===== src/rtl/motor_feedback_multiturn_tracker_top_assert.svh =====
// Assertion macros shared by the multi-turn tracker RTL.
`ifndef MOTOR_FEEDBACK_MULTITURN_TRACKER_TOP_ASSERT_SVH
`define MOTOR_FEEDBACK_MULTITURN_TRACKER_TOP_ASSERT_SVH

// The consequent must hold in the same cycle as the antecedent.
`define MFT_ASSERT_SAME(lbl, ante, cons, msg) \
    lbl: assert property (@(posedge i_clk) disable iff (!i_rst_n) (ante) |-> (cons)) \
        else $error(msg);

// The consequent must hold in the cycle after the antecedent.
`define MFT_ASSERT_NEXT(lbl, ante, cons, msg) \
    lbl: assert property (@(posedge i_clk) disable iff (!i_rst_n) (ante) |=> (cons)) \
        else $error(msg);

`endif


===== src/rtl/mft_pkg.sv =====
// Package with the types and constants of the multi-turn tracker.
package mft_pkg;

    // CAN identifier of the first motor.
    localparam logic [10:0] BASE_ID = 11'h201;

    // Field widths.
    localparam int ID_W    = 11;
    localparam int WORD_W  = 16;
    localparam int TEMP_W  = 8;
    localparam int IDX_W   = 3;
    localparam int TOTAL_W = 30;
    localparam int CNT_W   = 8;

    // Stream word widths, padded to whole bytes.
    localparam int IN_TDATA_W  = 72;
    localparam int OUT_TDATA_W = 96;

    // Reset value of the calibration limit.
    localparam logic [CNT_W-1:0] CAL_FRAMES_RST = 8'd50;

    // Per-motor state as kept in one memory entry.
    typedef struct packed {
        logic [TOTAL_W-1:0] accum_angle;
        logic [CNT_W-1:0]   frame_cnt;
        logic [WORD_W-1:0]  rev_cnt;
        logic [WORD_W-1:0]  zero_pos;
        logic [WORD_W-1:0]  prev_pos;
    } t_motor_state;

    localparam int STATE_W = $bits(t_motor_state);

endpackage


===== src/rtl/motor_feedback_multiturn_tracker_top.sv =====
// Top level of the multi-turn rotor angle tracker for CAN motor feedback.
//
// The block takes one feedback frame per word and, for identifiers 0x201 up to
// 0x201+MOTOR_COUNT-1, returns one result word with the decoded fields and the
// unwrapped total angle; frames with any other identifier are taken and dropped.
// One frame per clock cycle is sustained while the output is not stalled; an
// accepted frame passes the update stage and output registers. Per-motor state
// is in one RAM, read when a frame is accepted, updated and written back as it
// leaves the update stage; the latest write is forwarded to a later frame of
// that motor. Reset clears each entry's valid bit, so no clearing pass is run.
`include "motor_feedback_multiturn_tracker_top_assert.svh"

module motor_feedback_multiturn_tracker_top
    import mft_pkg::*;
#(
    parameter int MOTOR_COUNT    = 8,
    parameter int COUNTS_PER_REV = 8192
) (
    input  logic                   i_clk,
    input  logic                   i_rst_n,
    // Calibration limit register.
    input  logic                   i_cfg_valid,
    output logic                   o_cfg_ready,
    input  logic [CNT_W-1:0]       i_cfg_data,
    // Frame input.
    input  logic                   s_axis_tvalid,
    output logic                   s_axis_tready,
    // tdata: frame_id, angle_word, speed_word, current_word, temperature_byte
    input  logic [IN_TDATA_W-1:0]  s_axis_tdata,
    // Result output.
    output logic                   m_axis_tvalid,
    input  logic                   m_axis_tready,
    // tdata: motor_index, rotor angle, rotor_speed, motor_current,
    //        motor_temperature, total angle
    output logic [OUT_TDATA_W-1:0] m_axis_tdata,
    // tuser: calibrating
    output logic [0:0]             m_axis_tuser
);

    localparam int MW = (MOTOR_COUNT > 1) ? $clog2(MOTOR_COUNT) : 1;
    localparam int PW = 34;
    localparam logic signed [17:0] HALF_REV = 18'(COUNTS_PER_REV / 2);
    localparam logic signed [PW-1:0] CPR_S = PW'(COUNTS_PER_REV);

    // Configuration register.
    logic [CNT_W-1:0] r_cal_frames;

    // Input decode.
    logic              s_acc;
    logic [ID_W-1:0]   in_id;
    logic [ID_W-1:0]   in_off;
    logic              in_hit;

    // Update stage.
    logic              r_s1_vld;
    logic [MW-1:0]     r_s1_addr;
    logic [IDX_W-1:0]  r_s1_idx;
    logic [WORD_W-1:0] r_s1_ang;
    logic [WORD_W-1:0] r_s1_speed;
    logic [WORD_W-1:0] r_s1_cur;
    logic [TEMP_W-1:0] r_s1_temp;
    logic              r_s1_ent_vld;
    logic              s1_adv;

    // State memory, valid bits and last-write bypass.
    logic [MOTOR_COUNT-1:0] r_vld;
    t_motor_state           ram_rdata;
    logic                   r_wr_vld;
    logic [MW-1:0]          r_wr_addr;
    t_motor_state           r_wr_data;
    t_motor_state           cur;
    t_motor_state           wr_data;
    logic                   wr_en;

    // Arithmetic.
    logic                     s1_cal;
    logic signed [17:0]       diff;
    logic [WORD_W-1:0]        rev_nxt;
    logic signed [PW-1:0]     prod;
    logic signed [PW-1:0]     total;

    // Output register.
    logic               r_out_vld;
    logic [IDX_W-1:0]   r_out_idx;
    logic [WORD_W-1:0]  r_out_ang;
    logic [WORD_W-1:0]  r_out_speed;
    logic [WORD_W-1:0]  r_out_cur;
    logic [TEMP_W-1:0]  r_out_temp;
    logic [TOTAL_W-1:0] r_out_total;
    logic               r_out_cal;

    // Configuration writes are always taken.
    assign o_cfg_ready = 1'b1;

    always_ff @(posedge i_clk) begin
        if (!i_rst_n) begin
            r_cal_frames <= CAL_FRAMES_RST;
        end else if (i_cfg_valid) begin
            r_cal_frames <= i_cfg_data;
        end
    end

    // Identifier decode: known motors map to a RAM address.
    assign in_id  = s_axis_tdata[10:0];
    assign in_off = in_id - BASE_ID;
    assign in_hit = (in_id >= BASE_ID) && (in_off < ID_W'(MOTOR_COUNT));

    assign s1_adv        = r_s1_vld && (!r_out_vld || m_axis_tready);
    assign s_axis_tready = !r_s1_vld || s1_adv;
    assign s_acc         = s_axis_tvalid && s_axis_tready;

    // Update stage control.
    always_ff @(posedge i_clk) begin
        if (!i_rst_n) begin
            r_s1_vld <= 1'b0;
        end else if (s_acc) begin
            r_s1_vld <= in_hit;
        end else if (s1_adv) begin
            r_s1_vld <= 1'b0;
        end
    end

    // Update stage payload, captured with the memory read.
    always_ff @(posedge i_clk) begin
        if (s_acc) begin
            r_s1_addr    <= in_off[MW-1:0];
            r_s1_idx     <= in_off[IDX_W-1:0];
            r_s1_ang     <= s_axis_tdata[26:11];
            r_s1_speed   <= s_axis_tdata[42:27];
            r_s1_cur     <= s_axis_tdata[58:43];
            r_s1_temp    <= s_axis_tdata[66:59];
            r_s1_ent_vld <= r_vld[in_off[MW-1:0]];
        end
    end

    mft_ram #(
        .WIDTH (STATE_W),
        .DEPTH (MOTOR_COUNT)
    ) u_state_ram (
        .i_clk   (i_clk),
        .i_we    (wr_en),
        .i_waddr (r_s1_addr),
        .i_wdata (wr_data),
        .i_re    (s_acc),
        .i_raddr (in_off[MW-1:0]),
        .o_rdata (ram_rdata)
    );

    // Current motor state: latest write first, then memory, else reset value.
    always_comb begin
        if (r_wr_vld && (r_wr_addr == r_s1_addr)) begin
            cur = r_wr_data;
        end else if (r_s1_ent_vld) begin
            cur = ram_rdata;
        end else begin
            cur = '0;
        end
    end

    // Calibration check and revolution tracking.
    assign s1_cal = cur.frame_cnt <= r_cal_frames;
    assign diff   = 18'(signed'(r_s1_ang)) - 18'(signed'(cur.prev_pos));

    always_comb begin
        if (diff > HALF_REV) begin
            rev_nxt = cur.rev_cnt - 16'd1;
        end else if (diff < -HALF_REV) begin
            rev_nxt = cur.rev_cnt + 16'd1;
        end else begin
            rev_nxt = cur.rev_cnt;
        end
    end

    assign prod  = PW'(signed'(rev_nxt)) * CPR_S;
    assign total = prod + PW'(signed'(r_s1_ang)) - PW'(signed'(cur.zero_pos));

    // New state of the motor.
    always_comb begin
        wr_data = cur;
        wr_data.prev_pos = r_s1_ang;
        if (s1_cal) begin
            wr_data.zero_pos = r_s1_ang;
            if (cur.frame_cnt != 8'hFF) begin
                wr_data.frame_cnt = cur.frame_cnt + 8'd1;
            end
        end else begin
            wr_data.rev_cnt     = rev_nxt;
            wr_data.accum_angle = total[TOTAL_W-1:0];
        end
    end

    assign wr_en = s1_adv;

    // Valid bits and the copy of the latest write.
    always_ff @(posedge i_clk) begin
        if (!i_rst_n) begin
            r_vld    <= '0;
            r_wr_vld <= 1'b0;
        end else if (wr_en) begin
            r_vld[r_s1_addr] <= 1'b1;
            r_wr_vld         <= 1'b1;
        end
    end

    always_ff @(posedge i_clk) begin
        if (wr_en) begin
            r_wr_addr <= r_s1_addr;
            r_wr_data <= wr_data;
        end
    end

    // Output register.
    always_ff @(posedge i_clk) begin
        if (!i_rst_n) begin
            r_out_vld <= 1'b0;
        end else if (s1_adv) begin
            r_out_vld <= 1'b1;
        end else if (m_axis_tready) begin
            r_out_vld <= 1'b0;
        end
    end

    always_ff @(posedge i_clk) begin
        if (s1_adv) begin
            r_out_idx   <= r_s1_idx;
            r_out_ang   <= r_s1_ang;
            r_out_speed <= r_s1_speed;
            r_out_cur   <= r_s1_cur;
            r_out_temp  <= r_s1_temp;
            r_out_total <= wr_data.accum_angle;
            r_out_cal   <= s1_cal;
        end
    end

    assign m_axis_tvalid = r_out_vld;
    assign m_axis_tdata  = {7'd0, r_out_total, r_out_temp, r_out_cur, r_out_speed,
                            r_out_ang, r_out_idx};
    assign m_axis_tuser  = r_out_cal;

    // Checks on the pipeline and the state update.
    `MFT_ASSERT_NEXT(a_acc_hit_fills, s_acc && in_hit, r_s1_vld, "known frame not staged")
    `MFT_ASSERT_NEXT(a_wr_sets_vld, wr_en, r_vld[r_wr_addr], "written entry not valid")
    `MFT_ASSERT_SAME(a_cal_offset, wr_en && s1_cal,
                     wr_data.zero_pos == wr_data.prev_pos,
                     "calibration offset differs from last angle")

endmodule


===== src/rtl/mft_ram.sv =====
// Generic single-write, single-read RAM with a registered read port.
module mft_ram #(
    parameter int WIDTH = 8,
    parameter int DEPTH = 8
) (
    input  logic                                    i_clk,
    input  logic                                    i_we,
    input  logic [(DEPTH > 1 ? $clog2(DEPTH) : 1)-1:0] i_waddr,
    input  logic [WIDTH-1:0]                        i_wdata,
    input  logic                                    i_re,
    input  logic [(DEPTH > 1 ? $clog2(DEPTH) : 1)-1:0] i_raddr,
    output logic [WIDTH-1:0]                        o_rdata
);

    logic [WIDTH-1:0] r_mem [DEPTH];
    logic [WIDTH-1:0] r_rdata;

    // Write port.
    always_ff @(posedge i_clk) begin
        if (i_we) begin
            r_mem[i_waddr] <= i_wdata;
        end
    end

    // Read port; data holds until the next read.
    always_ff @(posedge i_clk) begin
        if (i_re) begin
            r_rdata <= r_mem[i_raddr];
        end
    end

    assign o_rdata = r_rdata;

endmodule

===== config.mk =====
export PLATFORM = sky130hd
export DESIGN_NAME = motor_feedback_multiturn_tracker_top
export DESIGN_NICKNAME = d
export VERILOG_FILES = /design/src/rtl/mft_pkg.sv /design/src/rtl/motor_feedback_multiturn_tracker_top.sv /design/src/rtl/mft_ram.sv
export VERILOG_INCLUDE_DIRS = /design/src /design/src/rtl
export SDC_FILE = /design/constraint.sdc
export NUM_CORES = 1
export LEC_CHECK = 0
export ABC_AREA = 1
export BUFFER_PORTS_ARGS = -buffer_cell sky130_fd_sc_hd__buf_4
export CORE_UTILIZATION = 55
export CTS_CLUSTER_SIZE = 12
export DETAILED_ROUTE_END_ITERATION = 10
export PLACE_DENSITY = 0.72
export SLEW_MARGIN = 10
export SYNTH_ARGS = -nofsm -noshare
export SYNTH_HDL_FRONTEND = slang
export SYNTH_HIERARCHICAL = 1
export SYNTH_SLANG_ARGS = --single-unit

===== constraint.sdc =====
create_clock -name i_clk -period 8.7 [get_ports i_clk]
set_clock_uncertainty 0.15 [all_clocks]
set_input_delay 0.435 -clock i_clk [delete_from_list [all_inputs] [get_ports i_clk]]
set_output_delay 0.435 -clock i_clk [all_outputs]
set_load 0.02 [all_outputs]

# Word-level counts from Yosys, hierarchy flattened
# Memories as Yosys holds them, arrays and structs flattened. A register that Yosys moved wholly into a read port is not among the register bits.
# Cells that the tools add are included.
# Widths: inputs -> output; s select.
# totals
ff_bits,209
mem_bits_rw,688
inputBits,85
output_inout_bits,100
elab_cells,70
mem_count,1
# memory_table
memory,words,word_bits,read_ports,rd_clocked_by_memory_dff,write_ports,line_no,source
u_state_ram.r_mem,8,86,1,1,1,mft_ram.sv:15,logic [WIDTH-1:0] r_mem [DEPTH];
# op_classes
add_sub_neg,7
n_lt_le_gt_ge,8
n_eq_ne,2
n_mux,19
n_bitwise,1
reduce_logical,11
# ops
cell,count
$mux 86,2
$mux 16,4
$add 29x16->30,1
$mux 30,1
$sub 30x16->30,1
$gt 17x14->1 const B,1
$lt 17x13->1 const B,1
$sub 16x16->17,1
$add 16x1->16 const B,1
$mux 8,2
$sub 16x1->16 const B,1
$ge 11x10->1 const B,1
$lt 11x4->1 const B,1
$sub 11x10->11 const B,1
$add 8x1->8 const B,1
$le 8x8->1,1
$lt 3x4->1 const B,2
$mux 1,8
$ne 8x8->1 const B,1
$or 8x8->8,1
$logic_and 1x1->1,5
$reduce_bool 2->1,2
$bmux 1 s3,1
$demux 1 s3,1
4 further kinds,6

# Logic depth before layout (Yosys ltp)
# Gate-level depths: netlist of run 1.
# depth
word_depth,10
ltp_mapped,46
depth_no_buf,40

# Hierarchy
# Netlist of run 1, hierarchy kept.
# modules_own_cells
module,n_inst,cells_each,area_each_um2,seq_area_each_um2
mft_ram,1,3076,32424.8,23242.3
motor_feedback_multiturn_tracker_top,1,1699,13787.0,6085.8

# Worst setup path after synthesis of run 1
# Ideal clock, no wire load.
# synth_path
path_kind,input port to flip-flop
start,input port m_axis_tready
end,memory u_state_ram/r_mem[1][0] in the netlist's numbering (enable)
setup_ns,0.532
arrival_time_ns,7.374
t_required_ns,8.018
slack_ns,0.645
cell_stages,6
n_path_buf,0
path_cell_list,inv_1 -> nand2_1 -> nand2_1 -> inv_1 -> nand2_1 -> nor2_1
# synth_between
elab_chain_len,4
# synth_lines
element,line_no,source
from (decl),motor_feedback_multiturn_tracker_top.sv:32,"input logic m_axis_tready,"
$logic_or 1x1->1,motor_feedback_multiturn_tracker_top.sv:108,assign s1_adv = r_s1_vld && (!r_out_vld || m_axis_tready);
$logic_and 1x1->1,motor_feedback_multiturn_tracker_top.sv:108,
via s1_adv,motor_feedback_multiturn_tracker_top.sv:63,logic s1_adv;
$mux 1,mft_ram.sv:20,if (i_we) begin
$mux 1 (implied by the code),mft_ram.sv:21,r_mem[i_waddr] <= i_wdata;
to (decl),mft_ram.sv:15,
# The timed path passes the listed nets, and every way through them passes these cells.

==> results of run 1 <==
[cell usage after synthesis (5+ instances only)]
master | n | area share [%]
o21bai_1 | 6 | 0.097
edfxtp_1 | 964 | 63
nand2_2 | 12 | 0.16
a31oi_1 | 10 | 0.14
o21ai_0 | 92 | 1.0
inv_2 | 5 | 0.041
nand2_1 | 1617 | 13
fa_1 | 18 | 0.78
xnor2_1 | 14 | 0.27
clkbuf_1 | 52 | 0.42
buf_1 | 37 | 0.30
nor2_1 | 121 | 0.98
inv_1 | 880 | 7.1
a21oi_1 | 69 | 0.75
ha_1 | 69 | 1.9
nand3_1 | 526 | 5.7
xor2_1 | 18 | 0.34
nand3b_1 | 11 | 0.18
nor3_1 | 8 | 0.087
or2_2 | 11 | 0.15
buf_2 | 90 | 0.97
o211ai_1 | 22 | 0.36
dfxtp_1 | 19 | 0.82
nor2_2 | 6 | 0.081
buf_4 | 58 | 0.94
nand4_1 | 13 | 0.18
[layout by cell type (no fill, tap or decap), types with 3 or more instances in the layout]
cell           synthesis  final
clkinv_2               0      9
xnor2_1               14     14
edfxtp_1             964    964
clkinv_1               0     11
nand2_1             1617   1616
a31oi_1               10     10
buf_4                 58    215
o21bai_1               6      6
nand4_1               13     13
nand2_2               12     11
dfxtp_1               19     19
inv_16                 0      3
nand2_4                2      4
clkbuf_8               0      6
a21oi_1               69     69
inv_1                880    876
o21ai_2                3      3
nor3_1                 8      8
xor2_1                18     17
dlygate4sd3_1          0     76
clkbuf_16              0    100
nand3b_1              11     11
clkbuf_1              52     29
or2_2                 11     11
inv_8                  0      3
inv_6                  0      3
fa_1                  18     18
nand3_1              526    526
o21ai_0               92     92
ha_1                  69     69
nor2_4                 0     10
nor2_2                 6      4
o211ai_1              22     22
a21o_1                 4      4
o21ai_1                3      3
conb_1                 2      8
nor2_1               121    113
[per-layer routing]
metal	vias up	global-route usage, %	share of wire (%)
li1	15531	-	-
met1	15329	34.5	41
met2	1196	46.7	50
met3	217	2.85	6.7
met4	2	9.05	2.8
met5	-	0	0.012
[power by group through the flow]
| stage | sequential, mW | combinational, mW | clock [mW] |
|---|---|---|---|
| finish | 5.61 | 2.27 | 3.99 |
| CTS | 5.61 | 2.24 | 4.04 |
| global route | 5.62 | 2.51 | 4.20 |
| floorplan | 5.69 | 1.49 | 0 |
| detailed placement | 5.71 | 2.20 | 0 |
| global placement | 5.71 | 2.16 | 0 |
[timing repair]
action	4_1_cts	5_1_grt
resized for setup	0	0
hold endpoints to repair	66	0
hold buffers	76	0
[per-stage QoR]
step	hold WS (ns)	utilization [%]	total power, mW	std cells	setup slack, ns
after floorplan	0.250	-	7.18	4781	0.645
after global placement	0.250	58.3	7.87	5830	1.45
after detailed placement	0.255	58.3	7.91	5830	1.40
after CTS	0.00469	62.8	11.9	6072	1.37
after global routing	0.0937	62.8	12.3	6072	0.826
final	0.0695	62.8	11.9	6072	1.24
[logic make-up after synthesis]
kind of cell,count (synthesis),synth area share (%)
flops,983,63.5
other cells,2,0.0163
buf+inv,1123,9.85
compound gates,215,2.59
xor+xnor,32,0.606
simple gates,2333,20.8
fa+ha+maj,87,2.65
[critical path: cells and delay by family, from the launching register on]
kind / cells / cell delay, ns
AOI/OAI and AO/OA: 5 / 1.61
and+or+nand+nor: 20 / 2.70
xor gates and xnor gates: 1 / 0.18
adders and majority gates: 4 / 1.45
DFF: 1 / 0.51
buffers and inverters: 4 / 0.43
[layout make-up]
type	count	area, um^2
repair buffers	293	2410
flip-flops and latches	983	29300
clock inverters	31	317
well taps	1070	1340
multi-input cells	2675	12500
clock buffers	135	2690
fillers	6441	30700
inverters	885	3360
[flip-flops by register name (all words and copies together) (netlist names), 16 cells and up]
register / count
u_state_ram/o_rdata: 86
r_s1_ang: 16
r_s1_speed: 16
r_wr_data: 40
r_out_cur: 16
r_s1_cur: 16
r_out_ang: 16
r_out_speed: 16
u_state_ram/r_mem: 688
r_out_total: 30
[worst max-delay path by stage]
stage / start / to / slack [ns] / cells after the start
global route: r_s1_idx[0]$_DFFE_PP_ / u_state_ram/r_mem[4][81]$_DFFE_PP_ / 0.83 / 36
global placement: r_s1_idx[1]$_DFFE_PP_ / u_state_ram/r_mem[2][81]$_DFFE_PP_ / 1.45 / 32
finish: r_s1_idx[1]$_DFFE_PP_ / u_state_ram/r_mem[4][81]$_DFFE_PP_ / 1.24 / 34
detailed placement: r_s1_idx[1]$_DFFE_PP_ / u_state_ram/r_mem[2][81]$_DFFE_PP_ / 1.40 / 34
CTS: r_s1_idx[1]$_DFFE_PP_ / u_state_ram/r_mem[4][81]$_DFFE_PP_ / 1.37 / 34
floorplan: m_axis_tready / u_state_ram/r_mem[1][0]$_DFFE_PP_ / 0.64 / 6
==> impl_metrics.tcl, run 1 <==
set metrics [dict create \
    gp_congestion 0.939 \
    syn_area_per_cell_um2 9.68 \
    fin_tns_setup_ns 0 \
    netlist_area_um2 46200 \
    synth_cell_types 40 \
    ir_drop_mv 0.159 \
    antenna_found_initial 1 \
    path_clk_slew_ns 0.06 \
    yosysSeqAreaShare_pct 63.5 \
    hold_viol 0 \
    area_delta_synth_final_pct 12.3 \
    hpwlAfterDp_um 61900 \
    required_ns 8.85 \
    crit_type "flip-flop to flip-flop" \
    cts_tree "yes" \
    io-pin-count 185 \
    dpl_cell_area_um2 48100 \
    grt-ovfl-total 0 \
    drt-vias-per-instance 5.32 \
    yosys_warnings 6 \
    hold_path_class "input port to flip-flop" \
    slew_headroom_pct 23.0 \
    cts_buffers 100 \
    postCtsSetupRepairBufs 0 \
    initial_core_util_pct 55.9 \
    critPathMaxFanout 35 \
    post-route-period-util_pct 85.7 \
    fin_crit_ns 7.46 \
    clockBufferDepth 3 \
    grt.total_usage_pct 26.6 \
    synthArstFlopShare_pct 0 \
    ff2ff_setup_slack_ns 1.24 \
    holdPathStages 3 \
    dieArea_um2 85200 \
    first_iter_violations 2992 \
    setup_violations 0 \
    slowest_stage "o21ai_0" \
    ant_nets 0 \
    layout-drive-gt1-share_pct 8.00 \
    switchingPower_mw 3.41 \
    ys_seq_elements 983 \
    tightest_slew_ns 1.14 \
    grt_setup_unrepaired "no" \
    grt_pass1_vias 31970 \
    grt_pass1_wl_um 175000 \
    synth_edf_count 964 \
    firstDrtPassIters 7 \
    seqPwrFrac_pct 47.3 \
    min_from "i_cfg_valid" \
    arrival_ns 7.61 \
    r2r-start "r_s1_idx[1]$_DFFE_PP_" \
    worstSkewPairLatency_ns 0.68 \
    end_kind "flip-flop" \
    p_per_area_nw_per_um2 229 \
    nNetsFinal 5110 \
    core-area_um2 82600 \
    crit_top_cell "nand2_1" \
    row_count 105 \
    leakage_nw 23.3 \
    io_buffers 171 \
    synth_flop_cell "edfxtp_1" \
    antenna_cells 0 \
    cts_root_buffer "clkbuf_16" \
    status "finished clean" \
    reg2reg_depth 34 \
    cp_slowest_stage_delay_ns 0.90 \
    dr_total_vias 32275 \
    drv_slew 0 \
    drcViolationCount 0 \
    die_w_um 292 \
    cts_max_level 3 \
    min_to "r_cal_frames[6]$_SDFFE_PN0P_" \
    reg2reg_to "u_state_ram/r_mem[4][81]$_DFFE_PP_" \
    p_comb_share_pct 19.1 \
    startpoint_type "flip-flop" \
    grt_start_max_net_pins 194 \
    die_h_um 292 \
    clock-sinks 983 \
    fmax_mhz 134 \
    final_cell_area_um2 51900 \
    p_sw_share_pct 28.7 \
    power.internal_mw 8.46 \
    pwr-share-clk_pct 33.6 \
    drt-total-wl_um 113000 \
    wl_per_cell_um 18.6 \
    maxCapViolCount 0 \
    synth_cells 4775 \
]
Note: power is estimated with default switching activity, not from simulation.
==> run 2: changes to the inputs <==
--- a/config.mk
+++ b/config.mk
@@ -12,4 +12,5 @@
 export CTS_CLUSTER_SIZE = 12
 export DETAILED_ROUTE_END_ITERATION = 10
+export MAX_ROUTING_LAYER = met4
 export PLACE_DENSITY = 0.72
 export SLEW_MARGIN = 10
--- a/constraint.sdc
+++ b/constraint.sdc
@@ -3,3 +3,3 @@
 set_input_delay 0.435 -clock i_clk [delete_from_list [all_inputs] [get_ports i_clk]]
 set_output_delay 0.435 -clock i_clk [all_outputs]
-set_load 0.02 [all_outputs]
+set_load 0.1 [all_outputs]
==> impl_metrics.tcl, run 2 (synthesis gave the netlist of run 1 again) <==
set metrics [dict create \
    status "finished clean" \
    nNetsFinal 5113 \
    maxCapViolCount 0 \
    fmax_mhz 129 \
    die_h_um 292 \
    path_clk_slew_ns 0.06 \
    holdPathStages 3 \
    io-pin-count 185 \
    n_fill_cell 6408 \
    leakage_nw 23.3 \
    antenna_cells 0 \
    antenna_found_initial 1 \
    critPathMaxFanout 38 \
    hold_viol 0 \
    wl_met3_um 7970 \
    fin_crit_ns 7.75 \
    required_ns 8.84 \
    grt_start_max_net_pins 182 \
    grt.total_usage_pct 27.3 \
    dr_total_vias 32341 \
    min_to "r_cal_frames[2]$_SDFFE_PN0P_" \
    grt-ovfl-total 0 \
    final_cell_area_um2 52000 \
    clockBufferDepth 3 \
    multiInputGateArea_um2 12500 \
    largest_reg_flops 688 \
    cts_max_level 3 \
    cp_slowest_stage_delay_ns 0.99 \
    wl_per_cell_um 18.5 \
    cts_buffers 102 \
    hold_path_class "input port to flip-flop" \
    reg2reg_depth 34 \
    whs_ns 0.0388 \
    final_util_pct 62.9 \
    fin_tns_setup_ns 0 \
    wl_met1_um 46300 \
    crit_type "flip-flop to flip-flop" \
    die_w_um 292 \
    area_delta_synth_final_pct 12.6 \
    grt_setup_unrepaired "no" \
    initial_core_util_pct 55.9 \
    mostFrequentLayoutCells "nand2_1, edfxtp_1, inv_1" \
    startpoint_type "flip-flop" \
    ff_latch_area_um2 29300 \
    drt-vias-per-instance 5.32 \
    place_ws_ns 1.18 \
    min_from "i_cfg_valid" \
    top_register "u_state_ram/r_mem" \
    dpl_cell_area_um2 48100 \
    reg2reg_to "r_out_total[25]$_DFFE_PP_" \
    post-route-period-util_pct 89.1 \
    grt_pass1_vias 31380 \
    grt_pass1_wl_um 174000 \
    hpwlAfterDp_um 62100 \
    cts_root_buffer "clkbuf_16" \
    firstDrtPassIters 6 \
    r2r-start "r_s1_idx[1]$_DFFE_PP_" \
    met2WireLength_um 54400 \
    first_iter_violations 2866 \
    ant_nets 0 \
    cts_tree "yes" \
    io_buffers 171 \
    drt-total-wl_um 112000 \
    tightest_slew_ns 1.26 \
    end_kind "flip-flop" \
    slowest_stage "o21ai_0" \
    worstSkewPairLatency_ns 0.68 \
    core-area_um2 82600 \
    p_per_area_nw_per_um2 230 \
    gp_congestion 0.929 \
    row_count 105 \
    ir_drop_mv 0.208 \
    clock-sinks 983 \
    layout-drive-gt1-share_pct 7.96 \
    dieArea_um2 85200 \
    ff2ff_setup_slack_ns 0.95 \
    worst_slack_ns 0.951 \
    drcViolationCount 0 \
    arrival_ns 7.89 \
    setup_violations 0 \
    top_layer "met4" \
    slew_headroom_pct 14.9 \
    crit_top_cell "nand2_1" \
    drv_slew 0 \
    final_common_cell "nand2_1" \
]
run 2: cell types whose count changed in the layout (fill, tap and decap cells not counted), sizes merged:
| cell | before | now |
|---|---|---|
| clkinv | 26 | 39 |
| clkbuf | 135 | 131 |
| clkinvlp | 0 | 3 |
| inv | 888 | 885 |
| bufinv | 2 | 3 |
| dlygate4sd3 | 76 | 77 |
run 2: cell type report:
class,instances,share of cell area [%]
clock buffer,131,5.12
clock inverter,45,0.856
inverter,885,6.46
multi-input combinational,2675,23.9
sequential,983,56.4
tap,1070,2.57
timing repair buffer,294,4.66
run 2: through the flow:
| stage | instances | power [mW] |
|---|---|---|
| 2_1_floorplan | 4781 | 7.20 |
| 3_3_place_gp | 5830 | 7.89 |
| 3_5_place_dp | 5830 | 7.92 |
| 4_1_cts | 6083 | 12.0 |
| 5_1_grt | 6083 | 12.4 |
| 6_report | 6083 | 12.0 |
run 2: worst max-delay path by stage:
stage	end	startpoint	slack, ns
floorplan	u_state_ram/r_mem[1][0]$_DFFE_PP_	m_axis_tvalid$_SDFFE_PN0P_	0.30
global placement	u_state_ram/r_mem[3][81]$_DFFE_PP_	r_s1_idx[1]$_DFFE_PP_	1.34
detailed placement	u_state_ram/r_mem[3][81]$_DFFE_PP_	r_s1_idx[1]$_DFFE_PP_	1.18
CTS	r_out_total[25]$_DFFE_PP_	r_s1_idx[1]$_DFFE_PP_	1.15
global route	r_out_total[25]$_DFFE_PP_	r_s1_idx[1]$_DFFE_PP_	0.41
finish	r_out_total[25]$_DFFE_PP_	r_s1_idx[1]$_DFFE_PP_	0.95
run 2: report_power, final:
| part | internal [mW] | switching [mW] | leakage, nW |
|---|---|---|---|
| logic | 0.660 | 1.63 | 12.8 |
| registers | 5.57 | 0.0468 | 9.01 |
| clock network | 2.26 | 1.81 | 1.48 |
run 2: metal layers:
metal / vias up / GRT usage [%]
li1: 15538 / -
met1: 15258 / 35.2
met2: 1283 / 44.9
met3: 262 / 2.98
met4: 0 / 10.1
met5: - / -
run 2: repair_timing:
item	4_1_cts	5_1_grt
buffers inserted	0	0
gates resized for setup	0	0
hold buffers	77	0
endpoints found under the hold margin	66	0
run 2: worst max-delay path, delay by kind of cell (launching register included):
family	cells	cell delay, ns
DFF	1	0.52
and+or+nand+nor	20	2.82
adders and majority gates	4	1.45
xor gates and xnor gates	1	0.17
AOI/OAI and AO/OA	5	1.74
buffers and inverters	4	0.43
